[config.mk]
export PLATFORM = sky130hd
export DESIGN_NAME = sensor_stream_min_max_moving_average
export DESIGN_NICKNAME = d
export VERILOG_FILES = /design/src/design/ssmm_pkg.sv /design/src/design/sensor_stream_min_max_moving_average.sv /design/src/design/ssmm_avg_div.sv
export SDC_FILE = /design/constraint.sdc
export NUM_CORES = 2
export LEC_CHECK = 0
export ABC_AREA = 1
export BUFFER_PORTS_ARGS = -buffer_cell sky130_fd_sc_hd__buf_2
export CORE_MARGIN = 2
export CORE_UTILIZATION = 50
export CTS_CLUSTER_SIZE = 8
export DETAILED_ROUTE_END_ITERATION = 10
export HOLD_SLACK_MARGIN = 0.1
export PLACE_DENSITY = 0.69
export SLEW_MARGIN = 25
export SYNTH_ARGS = -nofsm -noshare
export SYNTH_HDL_FRONTEND = slang
export SYNTH_HIERARCHICAL = 1
export SYNTH_SLANG_ARGS = --single-unit
[constraint.sdc]
create_clock -name clk_i -period 6.62 [get_ports clk_i]
set_clock_uncertainty 0.2 [all_clocks]
set_input_delay 0.331 -clock clk_i [delete_from_list [all_inputs] [get_ports clk_i]]
set_output_delay 0.331 -clock clk_i [all_outputs]
set_load 0.05 [all_outputs]
[src/design/ssmm_pkg.sv]
// Shared constants and helpers for the sensor min/max/moving-average block.
// No dependencies; imported by all modules of the block.
`timescale 1ns / 1ps
`default_nettype none

package ssmm_pkg;

  localparam int NUM_CH               = 3;
  localparam int DEFAULT_WINDOW_LEN   = 16;
  localparam int DEFAULT_SAMPLE_WIDTH = 16;

  // Stream data width: bits rounded up to whole bytes.
  function automatic int tdata_w(input int bits);
    return ((bits + 7) / 8) * 8;
  endfunction

  function automatic bit is_pow2(input int n);
    return (n & (n - 1)) == 0;
  endfunction

endpackage

`default_nettype wire

[src/design/sensor_stream_min_max_moving_average.sv]
// Each result word is registered and appears in the cycle after its input word is accepted.
// Throughput: one word per cycle; the whole pipeline halts while a result stalls.
// The window length must be a power of two so the average is a single shift.
// Reset: asynchronous, active low; clears sums, extremes and write position.
// The window memories are not cleared: a wrap flag reads unwritten entries as zero.
`timescale 1ns / 1ps
`default_nettype none

module sensor_stream_min_max_moving_average
  import ssmm_pkg::*;
#(
  parameter int WINDOW_LEN   = DEFAULT_WINDOW_LEN,
  parameter int SAMPLE_WIDTH = DEFAULT_SAMPLE_WIDTH,
  localparam int InW  = tdata_w(NUM_CH * SAMPLE_WIDTH),
  localparam int OutW = tdata_w(3 * NUM_CH * SAMPLE_WIDTH)
) (
  input  logic            clk_i,
  input  logic            rst_ni,
  input  logic            s_axis_tvalid,
  output logic            s_axis_tready,
  // temperature_sample, soc_sample, charge_rate_sample
  input  logic [InW-1:0]  s_axis_tdata,
  output logic            m_axis_tvalid,
  input  logic            m_axis_tready,
  // min_temperature, max_temperature, min_soc, max_soc, min_charge_rate,
  // max_charge_rate, avg_temperature, avg_soc, avg_charge_rate
  output logic [OutW-1:0] m_axis_tdata
);

  localparam int SumW  = SAMPLE_WIDTH + $clog2(WINDOW_LEN);
  localparam int PosW  = $clog2(WINDOW_LEN);
  localparam int PassW = 2 * NUM_CH * SAMPLE_WIDTH;
  localparam logic [SAMPLE_WIDTH-1:0] SampleMax = {1'b0, {(SAMPLE_WIDTH-1){1'b1}}};
  localparam logic [SAMPLE_WIDTH-1:0] SampleMin = {1'b1, {(SAMPLE_WIDTH-1){1'b0}}};
  localparam logic [PosW-1:0] LastPos = PosW'(WINDOW_LEN - 1);

  logic                    en;
  logic                    accept;
  logic [PosW-1:0]         pos_q, pos_d;
  logic                    wrapped_q;
  logic [SumW-1:0]         sum_w [NUM_CH];
  logic [PassW-1:0]        pass_w;
  logic                    div_valid;
  logic [SAMPLE_WIDTH-1:0] div_avg [NUM_CH];
  logic [PassW-1:0]        div_pass;

  assign en            = !m_axis_tvalid || m_axis_tready;
  assign s_axis_tready = en;
  assign accept        = s_axis_tvalid && en;

  always_comb begin
    pos_d = pos_q;
    if (accept) begin
      pos_d = (pos_q == LastPos) ? '0 : pos_q + 1'b1;
    end
  end

  always_ff @(posedge clk_i or negedge rst_ni) begin
    if (!rst_ni) begin
      pos_q     <= '0;
      wrapped_q <= 1'b0;
    end else begin
      pos_q <= pos_d;
      if (accept && pos_q == LastPos) begin
        wrapped_q <= 1'b1;
      end
    end
  end

  for (genvar c = 0; c < NUM_CH; c++) begin : g_ch
    logic [SAMPLE_WIDTH-1:0] win_mem [WINDOW_LEN];
    logic [SAMPLE_WIDTH-1:0] rd_q;
    logic [SAMPLE_WIDTH-1:0] x;
    logic [SAMPLE_WIDTH-1:0] old;
    logic [SumW-1:0]         sum_q, sum_d;
    logic [SAMPLE_WIDTH-1:0] min_q, min_d, max_q, max_d;

    assign x     = s_axis_tdata[c*SAMPLE_WIDTH +: SAMPLE_WIDTH];
    // Entries not yet written since reset count as zero.
    assign old   = wrapped_q ? rd_q : '0;
    assign sum_d = sum_q - SumW'($signed(old)) + SumW'($signed(x));
    assign min_d = ($signed(x) < $signed(min_q)) ? x : min_q;
    assign max_d = ($signed(x) > $signed(max_q)) ? x : max_q;

    // Prefetch the entry the next word replaces; it never equals the write slot.
    always_ff @(posedge clk_i) begin
      if (accept) begin
        win_mem[pos_q] <= x;
      end
      rd_q <= win_mem[pos_d];
    end

    always_ff @(posedge clk_i or negedge rst_ni) begin
      if (!rst_ni) begin
        sum_q <= '0;
        min_q <= SampleMax;
        max_q <= SampleMin;
      end else if (accept) begin
        sum_q <= sum_d;
        min_q <= min_d;
        max_q <= max_d;
      end
    end

    assign sum_w[c] = sum_d;
    assign pass_w[2*c*SAMPLE_WIDTH     +: SAMPLE_WIDTH] = min_d;
    assign pass_w[(2*c+1)*SAMPLE_WIDTH +: SAMPLE_WIDTH] = max_d;
  end

  ssmm_avg_div #(
    .WINDOW_LEN  (WINDOW_LEN),
    .SAMPLE_WIDTH(SAMPLE_WIDTH),
    .PASS_W      (PassW)
  ) u_avg_div (
    .clk_i  (clk_i),
    .rst_ni (rst_ni),
    .en_i   (en),
    .valid_i(accept),
    .sum_i  (sum_w),
    .pass_i (pass_w),
    .valid_o(div_valid),
    .avg_o  (div_avg),
    .pass_o (div_pass)
  );

  assign m_axis_tvalid = div_valid;
  assign m_axis_tdata  = OutW'({div_avg[2], div_avg[1], div_avg[0], div_pass});

endmodule

`default_nettype wire

[src/design/ssmm_avg_div.sv]
// Floor division of the three window sums by a power-of-two window length.
// One register stage: each sum is shifted right arithmetically, min/max words ride along.
// Uses ssmm_pkg.
`timescale 1ns / 1ps
`default_nettype none

module ssmm_avg_div
  import ssmm_pkg::*;
#(
  parameter int WINDOW_LEN   = DEFAULT_WINDOW_LEN,
  parameter int SAMPLE_WIDTH = DEFAULT_SAMPLE_WIDTH,
  parameter int PASS_W       = 2 * NUM_CH * DEFAULT_SAMPLE_WIDTH
) (
  input  logic                                            clk_i,
  input  logic                                            rst_ni,
  input  logic                                            en_i,
  input  logic                                            valid_i,
  input  logic [SAMPLE_WIDTH+$clog2(WINDOW_LEN)-1:0]      sum_i [NUM_CH],
  input  logic [PASS_W-1:0]                               pass_i,
  output logic                                            valid_o,
  output logic [SAMPLE_WIDTH-1:0]                         avg_o [NUM_CH],
  output logic [PASS_W-1:0]                               pass_o
);

  localparam int SumW    = SAMPLE_WIDTH + $clog2(WINDOW_LEN);
  localparam int Log2Len = $clog2(WINDOW_LEN);

  logic                    valid_q;
  logic [SAMPLE_WIDTH-1:0] avg_q [NUM_CH];
  logic [PASS_W-1:0]       pass_q;

  // Only a power-of-two window divides by a plain shift.
  if (!is_pow2(WINDOW_LEN)) begin : g_len_check
    $error("ssmm_avg_div: WINDOW_LEN must be a power of two");
  end

  always_ff @(posedge clk_i or negedge rst_ni) begin
    if (!rst_ni) begin
      valid_q <= 1'b0;
    end else if (en_i) begin
      valid_q <= valid_i;
    end
  end

  // Drop the low bits: an arithmetic shift rounds toward minus infinity.
  always_ff @(posedge clk_i) begin
    if (en_i) begin
      pass_q <= pass_i;
      for (int c = 0; c < NUM_CH; c++) begin
        avg_q[c] <= sum_i[c][SumW-1:Log2Len];
      end
    end
  end

  assign valid_o = valid_q;
  assign avg_o   = avg_q;
  assign pass_o  = pass_q;

endmodule

`default_nettype wire

==> results.md <==
- Status: complete, no violations
- Least setup slack across all paths after layout: around 2.0 ns
- Antenna diode count: 0
- Final setup TNS: 0 ns
- GRT overflow: 0
- Final core utilization: 57.8%
- Worst hold path type: in2reg
- Net load switching power: 15.0 mW
- Hold_ws: 0.213 ns
- Dpl cells: ~6300
- Crit. End Element: flip-flop
- Count of nets left with antenna violations after detail routing: 0
- Core outline area: just over 0.1 mm2
- Total clock buffers created by CTS: 158
- Overall Global Routing Usage: ~25%
- Endpoints failing hold: 0
- Die Span X: 327 um
- Tightest Pin Transition: between 1 and 1.5 ns
- Internal power summed over all cells: between 15 and 20 mW
- RSZ-0062 raised after global routing: false
- Share of synthesized area spent on multiplexers: 0%
- GRT met2 Usage: 43.0%
- GR Layer Usage met3: 3.56%
- Compound-cell area share of the yosys netlist: about a tenth
- Met1 Usage GRT: about a third
- Number of sinks on the clock net: 1122
- Highest net fanout along the worst path: ~170
- Worst endpoint data arrival time: approximately 5 ns
- Detail-routed via count per cell: 5.52
- Maximum vdd ir drop: slightly above 500 uV
- Maximum level of the CTS H-tree: 4
- Number of register bits inferred by synthesis: 1122
- Required @ worst endpoint: approximately 7.1 ns
- Time the worst path needs with I/O delays and setup: ~4.6 ns
- Area occupied by multi-input gates: ~0.016 mm2
- Switching power share of the total: between 40% and 50%
- Area growth from synthesis to layout: 14.6%
- Destination of the worst register-to-register timing path: g_ch[1].rd_q[5]
- CTS Buffer Depth: 3
- Fill cells: approximately 8600
- Final Cycle Share: just under 70%
- Number of flops mapped to enable cells by yosys: 912
- Number of global-route vias before repair: ~35000
- Total power per unit cell area: approximately 580 mW/mm2
- Pin count of the biggest net entering global routing: about 210
- Total I/O pin count: between 150 and 200
- Detailed Route WL: ~130000 um
- Fmax: 218 MHz
- Combined area of all synthesized cells: ~0.052 mm2
- Master cell of the clock root buffer: sky130_fd_sc_hd__clkbuf_16
- Finished Layout Cells: around 6600
- Clk pin slew, worst setup/hold paths: 0.05 ns
- Placer congestion estimate: 0.897
- Largest family of logic cells by synthesized area: simple AND/OR/NAND/NOR gates
- Number of distinct library cell variants in the gate-level netlist after synthesis: 40
- Number of cells traversed by the worst register-to-register path: 9
- Clock latency on the worst-skew pair: 0.75 ns
- Adder and majority gate portion of the synthesized area: between 6 and 7%
- Avg Synthesized Cell Area: ~11 um2
- Final routed DRC violation total: 0
- Simple-gate share of the synthesized area: a little over an eighth
- Static leakage power: ~25 nW
- Global-route wire length before repair: around 210000 um
- Clock tree from TritonCTS: done
- Max_cap viols: 0
- Area of all placed cells without fillers: roughly 0.06 mm2
- Type of the worst setup path: reg2reg
- Height of the die: 327 um
- Sort of element at the start of the critical path: flip-flop
- Sequential cell area: 0.0325 mm2
- Power share of the sequential group: 30.5%
- Number of nets produced by synthesis: approximately 5000
- Starting density of the core: roughly 50%
- R2r setup slk: 2.03 ns
- Worst setup timing slack at the placement stage: between 2 and 2.5 ns
- Average routed wire per standard cell: around 20 um
- Gate count of the mapped netlist: just under 5000
- Post-CTS Resized: 0
- Total power of the final layout: approximately 34 mW
- Seq/Total Area, Yosys: 62.3%
- Largest area contributor in the netlist: sky130_fd_sc_hd__edfxtp_1
- Iter 0 DRT Violations: approximately 4000
- Number of core rows: between 100 and 150
- Max-Slew Margin vs Limit: between 30% and 40%
- Quantity of I/O buffers inserted on ports: 197
- Post-synthesis xor/xnor area fraction: less than 1%
- Final Setup Violations: 0
- Start of the worst register-to-register path: u_avg_div/valid_o
- Yosys synthesis warning count: 6
- Launch point of the critical path: u_avg_div/valid_o
- Logic gate share of total power: between 40% and 50%
- Top flip-flop cell by instance count after synthesis: sky130_fd_sc_hd__edfxtp_1
- Grt peak-use layer: met2
- First-pass DRT Iterations: 7
- Critical path endpoint: g_ch[1].rd_q[5]
- Vias post-DR: 36500
- Clock Power Share: between 20% and 30%
- Half-perimeter wire length after detailed placement: between 70000 and 80000 um
- Share of cells above drive strength 1: about a tenth
- Final Max Slew Viols: 0
- Post-place instance area: about 0.054 mm2
- Nets@finish: between 5000 and 6000
- Die Footprint: about 0.11 mm2
- Synth top area share: 52.6%
- Top cells by area, synth: sky130_fd_sc_hd__edfxtp_1, sky130_fd_sc_hd__nand2_1, sky130_fd_sc_hd__dfrtp_1
- Proportion of register bits with asynchronous set or reset after synthesis: ~14%
- Antenna violations before repair: 0
==> logic make-up after synthesis <==
family / count (synthesis)
simple gates: 1553
flops: 1122
xor+xnor: 40
fa+ha+maj: 217
buf+inv: 983
compound gates: 963
==> Yosys cell counts, types with 2 or more instances <==
cell type and instances:
sky130_fd_sc_hd__edfxtp_1 912, sky130_fd_sc_hd__dfxtp_1 48, sky130_fd_sc_hd__buf_1 26, sky130_fd_sc_hd__nor4_1 2, sky130_fd_sc_hd__xor2_1 26, sky130_fd_sc_hd__nor3_1 11, sky130_fd_sc_hd__nand2_2 2, sky130_fd_sc_hd__a21boi_0 8
sky130_fd_sc_hd__a21o_1 6, sky130_fd_sc_hd__nand2_1 770, sky130_fd_sc_hd__o211ai_1 192, sky130_fd_sc_hd__buf_2 72, sky130_fd_sc_hd__o21bai_1 11, sky130_fd_sc_hd__xnor2_1 13, sky130_fd_sc_hd__dfstp_2 48, sky130_fd_sc_hd__inv_1 750
sky130_fd_sc_hd__nand4_1 53, sky130_fd_sc_hd__nor2_1 102, sky130_fd_sc_hd__dfrtp_1 114, sky130_fd_sc_hd__o21ai_0 369, sky130_fd_sc_hd__nand3_1 479, sky130_fd_sc_hd__a31oi_1 4, sky130_fd_sc_hd__and2_1 119, sky130_fd_sc_hd__o21a_1 5
sky130_fd_sc_hd__clkbuf_1 132, sky130_fd_sc_hd__a21oi_1 366, sky130_fd_sc_hd__inv_2 2, sky130_fd_sc_hd__fa_1 57, sky130_fd_sc_hd__ha_1 160, sky130_fd_sc_hd__nand3b_1 9
==> power by group through the flow <==
stage               registers, mW  clock network [mW]  logic, mW
floorplan                    12.0                   0       10.3
global placement             10.6                   0       15.8
detailed placement           10.6                   0       16.1
CTS                          10.5                7.69       16.3
global route                 10.6                8.00       18.2
finish                       10.5                7.58       16.3
==> per-layer routing <==
layer	vias to the layer above	wire (um)
met1	17500	53400
li1	17200	-
met3	305	9400
met4	0	5450
met2	1440	66400
met5	-	0
==> flip-flops by register name, indices dropped and copies added, names as in the netlist, 4 cells and up <==
name              cells
u_avg_div/pass_o     96
g_ch.sum_q           60
g_ch.win_mem        768
pos_q                 4
g_ch.min_q           48
g_ch.rd_q            48
u_avg_div/avg_o      48
g_ch.max_q           48
==> cell type report <==
class | count | share of cell area, %
clock buffer | 277 | 7.48
multi-input combinational | 2773 | 26.8
tap | 1380 | 2.89
inverter | 752 | 4.73
clock inverter | 13 | 0.440
sequential | 1122 | 54.4
timing repair buffer | 290 | 3.23
==> what timing repair did <==
action | CTS | global route
buffers inserted | 0 | 0
hold endpoints to repair | 958 | 0
hold buffers | 52 | 0
==> worst max-delay path: stages, from the launching register on <==
cell and delay (ns):
sky130_fd_sc_hd__dfrtp_1 0.53, sky130_fd_sc_hd__nand2_8 0.27, sky130_fd_sc_hd__nand2_4 0.59, sky130_fd_sc_hd__nand2_4 0.60
sky130_fd_sc_hd__nand2_8 0.92, sky130_fd_sc_hd__buf_4 0.57, sky130_fd_sc_hd__o21ai_0 0.19, sky130_fd_sc_hd__o211ai_1 0.25
sky130_fd_sc_hd__nand3_1 0.13, sky130_fd_sc_hd__nand2_1 0.11
==> worst min path at each step <==
stage | cells after the start | start | end | slack [ns]
floorplan | 0 | rst_ni | g_ch[0].max_q[0] | -0.16
global placement | 1 | rst_ni | g_ch[2].max_q[10] | 0.08
detailed placement | 1 | rst_ni | g_ch[2].max_q[10] | 0.09
CTS | 4 | s_axis_tvalid | g_ch[0].min_q[11] | 0.18
global route | 4 | s_axis_tvalid | g_ch[0].min_q[5] | 0.25
finish | 4 | s_axis_tvalid | g_ch[0].min_q[11] | 0.21
==> placed cells by master (no fill, tap or decap), types with 53 or more instances in the layout <==
cell type                   instances
sky130_fd_sc_hd__edfxtp_1         912
sky130_fd_sc_hd__nand2_1          769
sky130_fd_sc_hd__inv_1            749
sky130_fd_sc_hd__nand3_1          479
sky130_fd_sc_hd__o21ai_0          369
sky130_fd_sc_hd__a21oi_1          366
sky130_fd_sc_hd__buf_2            196
sky130_fd_sc_hd__o211ai_1         192
sky130_fd_sc_hd__ha_1             160
sky130_fd_sc_hd__clkbuf_16        160
sky130_fd_sc_hd__and2_1           119
sky130_fd_sc_hd__clkbuf_1         115
sky130_fd_sc_hd__dfrtp_1          113
sky130_fd_sc_hd__nor2_1            89
sky130_fd_sc_hd__fa_1              57
sky130_fd_sc_hd__nand4_1           53
No activity file was read; power rests on OpenSTA's default activity.
